--- config.mk ---
export PLATFORM = sky130hd
export DESIGN_NAME = pid_controller_clamped
export DESIGN_NICKNAME = d
export VERILOG_FILES = /design/src/rtl/core/pidc_pkg.sv /design/src/rtl/core/pid_controller_clamped.sv /design/src/rtl/core/pidc_ctrl.sv /design/src/rtl/core/pidc_dpath.sv
export SDC_FILE = /design/constraint.sdc
export NUM_CORES = 2
export LEC_CHECK = 0
export BUFFER_PORTS_ARGS = -buffer_cell sky130_fd_sc_hd__buf_2
export CORE_UTILIZATION = 55
export DETAILED_ROUTE_END_ITERATION = 8
export PLACE_DENSITY = 0.75
export RECOVER_POWER = 50
export SLEW_MARGIN = 0
export SYNTH_ARGS = -nofsm -noshare
export SYNTH_HDL_FRONTEND = slang
export SYNTH_SLANG_ARGS = --single-unit
--- constraint.sdc ---
create_clock -name clk_i -period 12.73 [get_ports clk_i]
set_input_delay 3.819 -clock clk_i [delete_from_list [all_inputs] [get_ports clk_i]]
set_output_delay 3.819 -clock clk_i [all_outputs]
set_load 0.02 [all_outputs]
--- src/rtl/core/pidc_pkg.sv ---
`timescale 1ns / 1ps
package pidc_pkg;

  localparam int unsigned CfgIdxW = 3;

  typedef enum logic [CfgIdxW-1:0] {
    REG_GAIN_PROP     = 3'd0,
    REG_GAIN_INTEG    = 3'd1,
    REG_GAIN_DERIV    = 3'd2,
    REG_SAMPLE_PERIOD = 3'd3,
    REG_INTEG_LIMIT   = 3'd4,
    REG_DRIVE_MIN     = 3'd5,
    REG_DRIVE_MAX     = 3'd6,
    REG_INVERT        = 3'd7
  } cfg_reg_e;

  // Datapath operation selected by the controller.
  typedef enum logic [3:0] {
    OP_NONE    = 4'd0,
    OP_LOAD    = 4'd1,
    OP_MUL_I   = 4'd2,
    OP_INTEG   = 4'd3,
    OP_DIV_INI = 4'd4,
    OP_DIV_STP = 4'd5,
    OP_DIV_END = 4'd6,
    OP_MUL_P   = 4'd7,
    OP_MUL_A   = 4'd8,
    OP_MUL_D   = 4'd9,
    OP_FINISH  = 4'd10
  } dp_op_e;

  typedef struct packed {
    dp_op_e op;
  } dp_cmd_t;

  typedef struct packed {
    logic div_done;
  } dp_sts_t;

endpackage

--- src/rtl/core/pid_controller_clamped.sv ---
`timescale 1ns / 1ps
// Each request steps through the controller states, including the bit-serial
// derivative divider, before the output is valid. Throughput: one item at a
// time; the next request is taken in the cycle after the result is taken.
// Reset (async, active low) clears the integral, the previous error, the
// controller state and the configuration registers to defaults.
module pid_controller_clamped
  import pidc_pkg::*;
#(
  parameter int unsigned DATA_WIDTH = 32,
  parameter int unsigned FRAC_BITS  = 16
) (
  input  logic                    clk_i,
  input  logic                    rst_ni,
  input  logic                    s_axis_tvalid,
  output logic                    s_axis_tready,
  input  logic [2*DATA_WIDTH-1:0] s_axis_tdata,  // measurement, setpoint
  output logic                    m_axis_tvalid,
  input  logic                    m_axis_tready,
  output logic [DATA_WIDTH-1:0]   m_axis_tdata,  // drive_value
  input  logic                    cfg_we_i,
  input  logic [CfgIdxW-1:0]      cfg_idx_i,
  input  logic [DATA_WIDTH-1:0]   cfg_data_i
);

  localparam int unsigned W = DATA_WIDTH;

  logic signed [W-1:0] gain_prop_q, gain_integ_q, gain_deriv_q;
  logic        [W-2:0] sample_period_q, integ_limit_q;
  logic signed [W-1:0] drive_min_q, drive_max_q;
  logic                invert_q;
  dp_cmd_t             cmd;
  dp_sts_t             sts;
  logic [W-1:0]        drive_value;

  always_ff @(posedge clk_i or negedge rst_ni) begin
    if (!rst_ni) begin
      gain_prop_q     <= '0;
      gain_integ_q    <= '0;
      gain_deriv_q    <= '0;
      sample_period_q <= (W-1)'(6554);
      integ_limit_q   <= (W-1)'(100) << FRAC_BITS;
      drive_min_q     <= -(W'(100) << FRAC_BITS);
      drive_max_q     <= W'(100) << FRAC_BITS;
      invert_q        <= 1'b0;
    end else if (cfg_we_i) begin
      unique case (cfg_reg_e'(cfg_idx_i))
        REG_GAIN_PROP:     gain_prop_q     <= cfg_data_i;
        REG_GAIN_INTEG:    gain_integ_q    <= cfg_data_i;
        REG_GAIN_DERIV:    gain_deriv_q    <= cfg_data_i;
        REG_SAMPLE_PERIOD: sample_period_q <= cfg_data_i[W-2:0];
        REG_INTEG_LIMIT:   integ_limit_q   <= cfg_data_i[W-2:0];
        REG_DRIVE_MIN:     drive_min_q     <= cfg_data_i;
        REG_DRIVE_MAX:     drive_max_q     <= cfg_data_i;
        REG_INVERT:        invert_q        <= cfg_data_i[0];
        default: ;
      endcase
    end
  end

  pidc_ctrl u_ctrl (
    .clk_i       (clk_i),
    .rst_ni      (rst_ni),
    .in_valid_i  (s_axis_tvalid),
    .in_ready_o  (s_axis_tready),
    .out_valid_o (m_axis_tvalid),
    .out_ready_i (m_axis_tready),
    .cmd_o       (cmd),
    .sts_i       (sts)
  );

  pidc_dpath #(
    .DATA_WIDTH (DATA_WIDTH),
    .FRAC_BITS  (FRAC_BITS)
  ) u_dpath (
    .clk_i           (clk_i),
    .rst_ni          (rst_ni),
    .cmd_i           (cmd),
    .sts_o           (sts),
    .measurement_i   (s_axis_tdata[W-1:0]),
    .setpoint_i      (s_axis_tdata[2*W-1:W]),
    .gain_prop_i     (gain_prop_q),
    .gain_integ_i    (gain_integ_q),
    .gain_deriv_i    (gain_deriv_q),
    .sample_period_i (sample_period_q),
    .integ_limit_i   (integ_limit_q),
    .drive_min_i     (drive_min_q),
    .drive_max_i     (drive_max_q),
    .invert_i        (invert_q),
    .drive_value_o   (drive_value)
  );

  assign m_axis_tdata = drive_value;

endmodule

--- src/rtl/core/pidc_ctrl.sv ---
`timescale 1ns / 1ps
module pidc_ctrl
  import pidc_pkg::*;
(
  input  logic    clk_i,
  input  logic    rst_ni,
  input  logic    in_valid_i,
  output logic    in_ready_o,
  output logic    out_valid_o,
  input  logic    out_ready_i,
  output dp_cmd_t cmd_o,
  input  dp_sts_t sts_i
);

  typedef enum logic [10:0] {
    ST_IDLE    = 11'b00000000001,
    ST_MUL_I   = 11'b00000000010,
    ST_INTEG   = 11'b00000000100,
    ST_DIV_INI = 11'b00000001000,
    ST_DIV     = 11'b00000010000,
    ST_DIV_END = 11'b00000100000,
    ST_MUL_P   = 11'b00001000000,
    ST_MUL_A   = 11'b00010000000,
    ST_MUL_D   = 11'b00100000000,
    ST_FINISH  = 11'b01000000000,
    ST_OUT     = 11'b10000000000
  } state_e;

  state_e state_q, state_d;

  always_comb begin
    state_d   = state_q;
    cmd_o.op  = OP_NONE;
    unique case (state_q)
      ST_IDLE: begin
        if (in_valid_i) begin
          cmd_o.op = OP_LOAD;
          state_d  = ST_MUL_I;
        end
      end
      ST_MUL_I: begin
        cmd_o.op = OP_MUL_I;
        state_d  = ST_INTEG;
      end
      ST_INTEG: begin
        cmd_o.op = OP_INTEG;
        state_d  = ST_DIV_INI;
      end
      ST_DIV_INI: begin
        cmd_o.op = OP_DIV_INI;
        state_d  = ST_DIV;
      end
      ST_DIV: begin
        cmd_o.op = OP_DIV_STP;
        if (sts_i.div_done) state_d = ST_DIV_END;
      end
      ST_DIV_END: begin
        cmd_o.op = OP_DIV_END;
        state_d  = ST_MUL_P;
      end
      ST_MUL_P: begin
        cmd_o.op = OP_MUL_P;
        state_d  = ST_MUL_A;
      end
      ST_MUL_A: begin
        cmd_o.op = OP_MUL_A;
        state_d  = ST_MUL_D;
      end
      ST_MUL_D: begin
        cmd_o.op = OP_MUL_D;
        state_d  = ST_FINISH;
      end
      ST_FINISH: begin
        cmd_o.op = OP_FINISH;
        state_d  = ST_OUT;
      end
      ST_OUT: begin
        if (out_ready_i) state_d = ST_IDLE;
      end
      default: state_d = ST_IDLE;
    endcase
  end

  always_ff @(posedge clk_i or negedge rst_ni) begin
    if (!rst_ni) begin
      state_q <= ST_IDLE;
    end else begin
      state_q <= state_d;
    end
  end

  assign in_ready_o  = (state_q == ST_IDLE);
  assign out_valid_o = (state_q == ST_OUT);

endmodule

--- src/rtl/core/pidc_dpath.sv ---
`timescale 1ns / 1ps
module pidc_dpath
  import pidc_pkg::*;
#(
  parameter int unsigned DATA_WIDTH = 32,
  parameter int unsigned FRAC_BITS  = 16
) (
  input  logic                         clk_i,
  input  logic                         rst_ni,
  input  dp_cmd_t                      cmd_i,
  output dp_sts_t                      sts_o,
  input  logic signed [DATA_WIDTH-1:0] measurement_i,
  input  logic signed [DATA_WIDTH-1:0] setpoint_i,
  input  logic signed [DATA_WIDTH-1:0] gain_prop_i,
  input  logic signed [DATA_WIDTH-1:0] gain_integ_i,
  input  logic signed [DATA_WIDTH-1:0] gain_deriv_i,
  input  logic        [DATA_WIDTH-2:0] sample_period_i,
  input  logic        [DATA_WIDTH-2:0] integ_limit_i,
  input  logic signed [DATA_WIDTH-1:0] drive_min_i,
  input  logic signed [DATA_WIDTH-1:0] drive_max_i,
  input  logic                         invert_i,
  output logic signed [DATA_WIDTH-1:0] drive_value_o
);

  localparam int unsigned W   = DATA_WIDTH;
  localparam int unsigned PW  = 2 * W + 2;
  // dividend |(e - prev) << F| < 2^(W+1+F); quotient bits needed
  localparam int unsigned NW  = W + 1 + FRAC_BITS;
  localparam int unsigned CW  = $clog2(NW + 1);
  localparam logic signed [PW-1:0] SatHi = PW'((64'sd1 <<< (W - 1)) - 1);
  localparam logic signed [PW-1:0] SatLo = -SatHi - PW'(1);

  logic signed [W-1:0]  err_q, prev_q, integ_q, deriv_q;
  logic signed [PW-1:0] prod_q, acc_q;
  logic        [NW-1:0] quo_q, num_q;
  logic        [W-1:0]  rem_q;
  logic                 neg_q;
  logic        [CW-1:0] cnt_q;
  logic signed [W-1:0]  y_q;

  logic signed [W:0]    mul_a, mul_b;
  logic signed [PW-1:0] diff, mul_p, fl;
  logic signed [PW-1:0] integ_sum, lim, ddiff, dq, ysum, yneg, ysat;
  logic signed [W-1:0]  y_hi;
  logic        [W-1:0]  dt, rem_sh, rem_sub;
  logic                 rem_ge;

  function automatic logic signed [PW-1:0] sat_f(logic signed [PW-1:0] x);
    if (x > SatHi) return SatHi;
    if (x < SatLo) return SatLo;
    return x;
  endfunction

  assign diff = PW'(setpoint_i) - PW'(measurement_i);
  assign dt   = (sample_period_i == '0) ? W'(1) : W'(sample_period_i);
  assign lim  = PW'({1'b0, integ_limit_i});
  assign fl   = prod_q >>> FRAC_BITS;

  always_comb begin
    mul_a = (W+1)'(gain_prop_i);
    mul_b = (W+1)'(err_q);
    unique case (cmd_i.op)
      OP_MUL_I: begin
        mul_a = (W+1)'(err_q);
        mul_b = (W+1)'(dt);
      end
      OP_MUL_A: begin
        mul_a = (W+1)'(gain_integ_i);
        mul_b = (W+1)'(integ_q);
      end
      OP_MUL_D: begin
        mul_a = (W+1)'(gain_deriv_i);
        mul_b = (W+1)'(deriv_q);
      end
      default: ;
    endcase
  end
  assign mul_p = mul_a * mul_b;

  assign integ_sum = PW'(integ_q) + fl;
  assign ddiff     = PW'(err_q) - PW'(prev_q);

  assign rem_sh  = {rem_q[W-2:0], num_q[NW-1]};
  assign rem_ge  = {rem_q[W-1], rem_sh} >= {1'b0, dt};
  assign rem_sub = W'({rem_q[W-1], rem_sh} - {1'b0, dt});

  assign dq   = neg_q ? -PW'(quo_q) : PW'(quo_q);
  assign ysum = acc_q + fl;
  assign yneg = invert_i ? -ysum : ysum;
  assign ysat = sat_f(yneg);
  // max clamp first, min clamp last
  assign y_hi = ($signed(W'(ysat)) > drive_max_i) ? drive_max_i : $signed(W'(ysat));

  always_ff @(posedge clk_i or negedge rst_ni) begin
    if (!rst_ni) begin
      prev_q  <= '0;
      integ_q <= '0;
      cnt_q   <= '0;
    end else begin
      unique case (cmd_i.op)
        OP_INTEG: begin
          if (integ_sum > lim) integ_q <= W'(lim);
          else if (integ_sum < -lim) integ_q <= W'(-lim);
          else integ_q <= W'(integ_sum);
        end
        OP_DIV_INI: cnt_q <= CW'(NW);
        OP_DIV_STP: cnt_q <= cnt_q - CW'(1);
        OP_DIV_END: prev_q <= err_q;
        default: ;
      endcase
    end
  end

  always_ff @(posedge clk_i) begin
    unique case (cmd_i.op)
      OP_LOAD: err_q <= W'(sat_f(diff));
      OP_MUL_I, OP_MUL_P: prod_q <= mul_p;
      OP_DIV_INI: begin
        neg_q <= ddiff[PW-1];
        num_q <= NW'((ddiff[PW-1] ? -ddiff : ddiff) <<< FRAC_BITS);
        rem_q <= '0;
        quo_q <= '0;
      end
      OP_DIV_STP: begin
        num_q <= {num_q[NW-2:0], 1'b0};
        quo_q <= {quo_q[NW-2:0], rem_ge};
        rem_q <= rem_ge ? rem_sub : rem_sh;
      end
      OP_DIV_END: deriv_q <= W'(sat_f(dq));
      OP_MUL_A: begin
        acc_q  <= fl;
        prod_q <= mul_p;
      end
      OP_MUL_D: begin
        acc_q  <= ysum;
        prod_q <= mul_p;
      end
      OP_FINISH: y_q <= (y_hi < drive_min_i) ? drive_min_i : y_hi;
      default: ;
    endcase
  end

  assign sts_o.div_done = (cnt_q == CW'(1));
  assign drive_value_o  = y_q;

endmodule

==> out/metrics.csv <==
stage,metric,value,unit
yosys,cell count after synthesis,9047,
yosys,synth top area cells,"fa_1 27%, edfxtp_1 12%, ha_1 8.9%",
finish,FILL cells,12794,
clock_tree,setup bufs post-CTS,0,
clock_tree,CTS tree,done,
placement,DP HPWL,218000,µm
worst_setup_path,CP Launch Type,flop,
die,Die Span Y,390,µm
drt,initial DRC count,6173,
yosys,post-synthesis async set-or-reset flop share,0.482,
placement,Inst Count DP,11021,
finish,Sequential Area,0.0175,mm²
sta,fin crit period,12.30,ns
worst_setup_path,Worst path most repeated cell,fa_1,
die,Core Area,0.150,mm²
worst_hold_path,HP Class,flop to flop,
finish,Multi-input gate area,0.0590,mm²
yosys,Syn Nets,10865,
sta,"Slew Viols, Final",819,
worst_setup_path,worst path arrival time,12.75,ns
sta,Fin. Hold Viols,0,
worst_setup_path,CP Class,flop to flop,
die,Die Wd,390,µm
yosys,register area share after synthesis,0.211,
worst_hold_path,min-delay src,u_dpath.prev_q[1],
clock_tree,H-tree depth,3,
clock_tree,root buf cell,clkbuf_16,
sta,Post-Route Setup TNS,0,ns
drt,WL per Instance,24.4,µm
yosys,Mapped Avg Cell Area,9.17,µm²
sta,FMAX,81.3,MHz
die,Initial Utilization,0.554,
placement,"Cell Area, Placed",0.0865,mm²
worst_setup_path,RR Endpoint,u_dpath.prod_q[65],
grt,first-pass GRT wire length,413000,µm
sta,final setup fails,0,
yosys,Seq cells post-synth,631,
placement,I/O Buffers,137,
finish,fraction of layout cells with a size suffix above 1,0.0954,
die,Ports,138,
worst_setup_path,Worst EP required,13.18,ns
grt,initial antenna violation count,22,
yosys,share of the synthesized area in the top cell type,0.272,
grt,busiest grt layer,met2,
clock_tree,hold_buf cts,0,
worst_setup_path,crit-path max cell delay,0.58,ns
yosys,Yosys warnings,0,
finish,"Cell Count, Final, Fillers Out",11180,
grt,vias in the first global route,69022,
sta,max_slew headroom,-3.16,
die,Core Rows,142,
sta,Fin Clk Skew,0.0542,ns
yosys,"Top FF cell, synth",edfxtp_1,
status,outcome,"finished, violations left",
grt,met1 Track Usage GR,0.438,
worst_setup_path,crit end category,flop,
sta,fin crit share,0.966,
finish,Final Core Density,0.596,
die,die footprint,0.152,mm²
grt,GR Util met3,0.105,
clock_tree,# clock sinks,631,
drt,Final ANT Viol Nets,0,
yosys,Unique masters post-synth,122,
worst_setup_path,flop2flop setup slack,0.43,ns
yosys,post-synth top area cell,fa_1,
worst_setup_path,CP Max Fanout,35,
worst_hold_path,Worst Hold End,u_dpath.prev_q[1],
drt,Vias/cell,6.07,
clock_tree,clock buffer depth,3,
worst_setup_path,cells on worst reg2reg path,43,
yosys,Post-synth EDFFs,327,
yosys,Mapped Area,0.0829,mm²
placement,GPL Wtd Cong,1.07,
worst_setup_path,reg2reg start,u_ctrl.state_q[3],
finish,fin area,0.0892,mm²
clock_tree,CTS Buf Count,78,
drt,final wirelength,273000,µm
drt,Vias,67808,
finish,Nets,10904,
clock_tree,Clock Latency Late Sink,0.72,ns
grt,Tot GR Track Use,0.361,
drt,DR pass1 iterations,9,
grt,grt ovf,0,
status,failing checks,"max-capacitance violations, max-slew violations",
sta,Least-Margin Pin Slew,6.23,ns
worst_hold_path,worst hold stages,2,
job,max cap viols,16,
drt,DRC,0,
worst_setup_path,Crit-path slowest cell,or4_1,
grt,largest net degree at the start of global routing,107,
finish,Layout area overhead,7.60,%
grt,GR Layer Usage met2,0.565,
clock_tree,clk slew on worst S/H paths,0.06,ns
final cells by class:
class / count / area share
antenna: 12 / 0.000337
clock buffer: 99 / 0.0240
clock inverter: 47 / 0.00610
inverter: 1343 / 0.0565
multi-input combinational: 6660 / 0.661
sequential: 631 / 0.196
tap: 2016 / 0.0283
timing repair buffer: 372 / 0.0281
routing by layer:
metal  vias to the layer above  wire length, µm  share of wire
met1                     33615           100000           0.37
li1                      29920                -              -
met4                        20            20700          0.076
met3                       898            29500           0.11
met5                         -              161        0.00059
met2                      3355           122000           0.45
cell usage after synthesis (35+ instances only):
library cell	instances
nand2_1	1396
inv_1	1338
fa_1	1126
ha_1	588
nor2_1	540
a21oi_1	371
o21ai_0	366
clkbuf_1	362
edfxtp_1	327
dfrtp_1	278
mux2_2	244
xnor2_1	208
nor3_1	161
a21o_1	133
xor2_1	126
nand4_1	121
and2_1	109
nand3_1	104
o21a_1	77
and3_1	75
nor2b_1	60
or3_1	60
nand2b_1	57
mux2i_1	55
nor4_1	55
and4_1	42
o31ai_1	42
a31oi_1	37
a211oi_1	35
cells by family (layout without fill, tap and decap cells):
group                      after synthesis  after routing  share of synthesized area
DFF                                    631            631                      0.211
AOI/OAI and AO/OA                     1359           1359                      0.106
muxes                                  330            330                     0.0440
other                                    0             12                          0
adders and majority gates             1715           1715                      0.361
and+or+nand+nor                       2918           2918                      0.162
xor gates and xnor gates               338            338                     0.0361
buffers and inverters                 1756           1861                     0.0804
how the worst max path moves through the flow:
stage | slack [ns] | endpoint | cells past startpoint | from
global route | -0.02 | u_dpath.drive_value_o[27] | 44 | u_dpath.prod_q[27]
detailed placement | 0.41 | u_dpath.drive_value_o[18] | 44 | u_dpath.prod_q[27]
global placement | 0.69 | u_dpath.prod_q[65] | 41 | u_ctrl.state_q[4]
CTS | 0.33 | u_dpath.drive_value_o[27] | 44 | u_dpath.prod_q[27]
floorplan | 1.50 | u_dpath.prod_q[65] | 37 | u_ctrl.state_q[8]
finish | 0.43 | u_dpath.prod_q[65] | 43 | u_ctrl.state_q[3]
cell usage in the layout, fill, tap and decap left out, types with 30 or more instances in the layout:
cell / count
a211oi_1: 34
a21o_1: 133
a21oi_1: 370
a31oi_1: 36
and2_0: 30
and2_1: 80
and3_1: 74
and4_1: 42
buf_2: 135
buf_4: 207
clkbuf_1: 33
clkbuf_16: 81
dfrtp_1: 277
edfxtp_1: 327
fa_1: 1126
ha_1: 588
inv_1: 1337
mux2_1: 31
mux2_2: 244
mux2i_1: 55
nand2_1: 1396
nand2b_1: 57
nand3_1: 100
nand4_1: 121
nor2_1: 538
nor2b_1: 60
nor3_1: 157
nor4_1: 50
o21a_1: 77
o21ai_0: 366
o21ai_1: 34
o31ai_1: 42
or3_1: 59
xnor2_1: 208
xor2_1: 126
registers in the layout, indices dropped and copies added (netlist names), 33 cells and up:
name	cells
u_dpath.acc_q	66
u_dpath.prod_q	50
u_dpath.quo_q	49
u_dpath.num_q	33
through the flow:
step                      worst slack [ns]  hold WS [ns]
after detailed placement             0.411         0.484
final                                0.428         0.508
after global routing               -0.0152         0.512
after global placement               0.691         0.471
after floorplan                       1.50         0.450
after CTS                            0.334         0.508
worst max-delay path, delay by kind of cell, from the launching register on:
family / cells / cell delay [ns]
buffers and inverters: 10 / 1.50
AO/OA/AOI/OAI: 15 / 3.82
flip-flops: 1 / 0.43
XOR/XNOR: 1 / 0.08
AND/OR/NAND/NOR: 8 / 2.14
adder cells (fa/ha/maj): 9 / 3.99
what timing repair did:
| action | in CTS | in global routing |
|---|---|---|
| resized for setup | 0 | 12 |
| setup endpoints to repair | 0 | 34 |
| endpoints found under the hold margin | 0 | 0 |
Power is not shown: default switching activity piles up to over one toggle a cycle in this logic, so the estimate is an artifact.
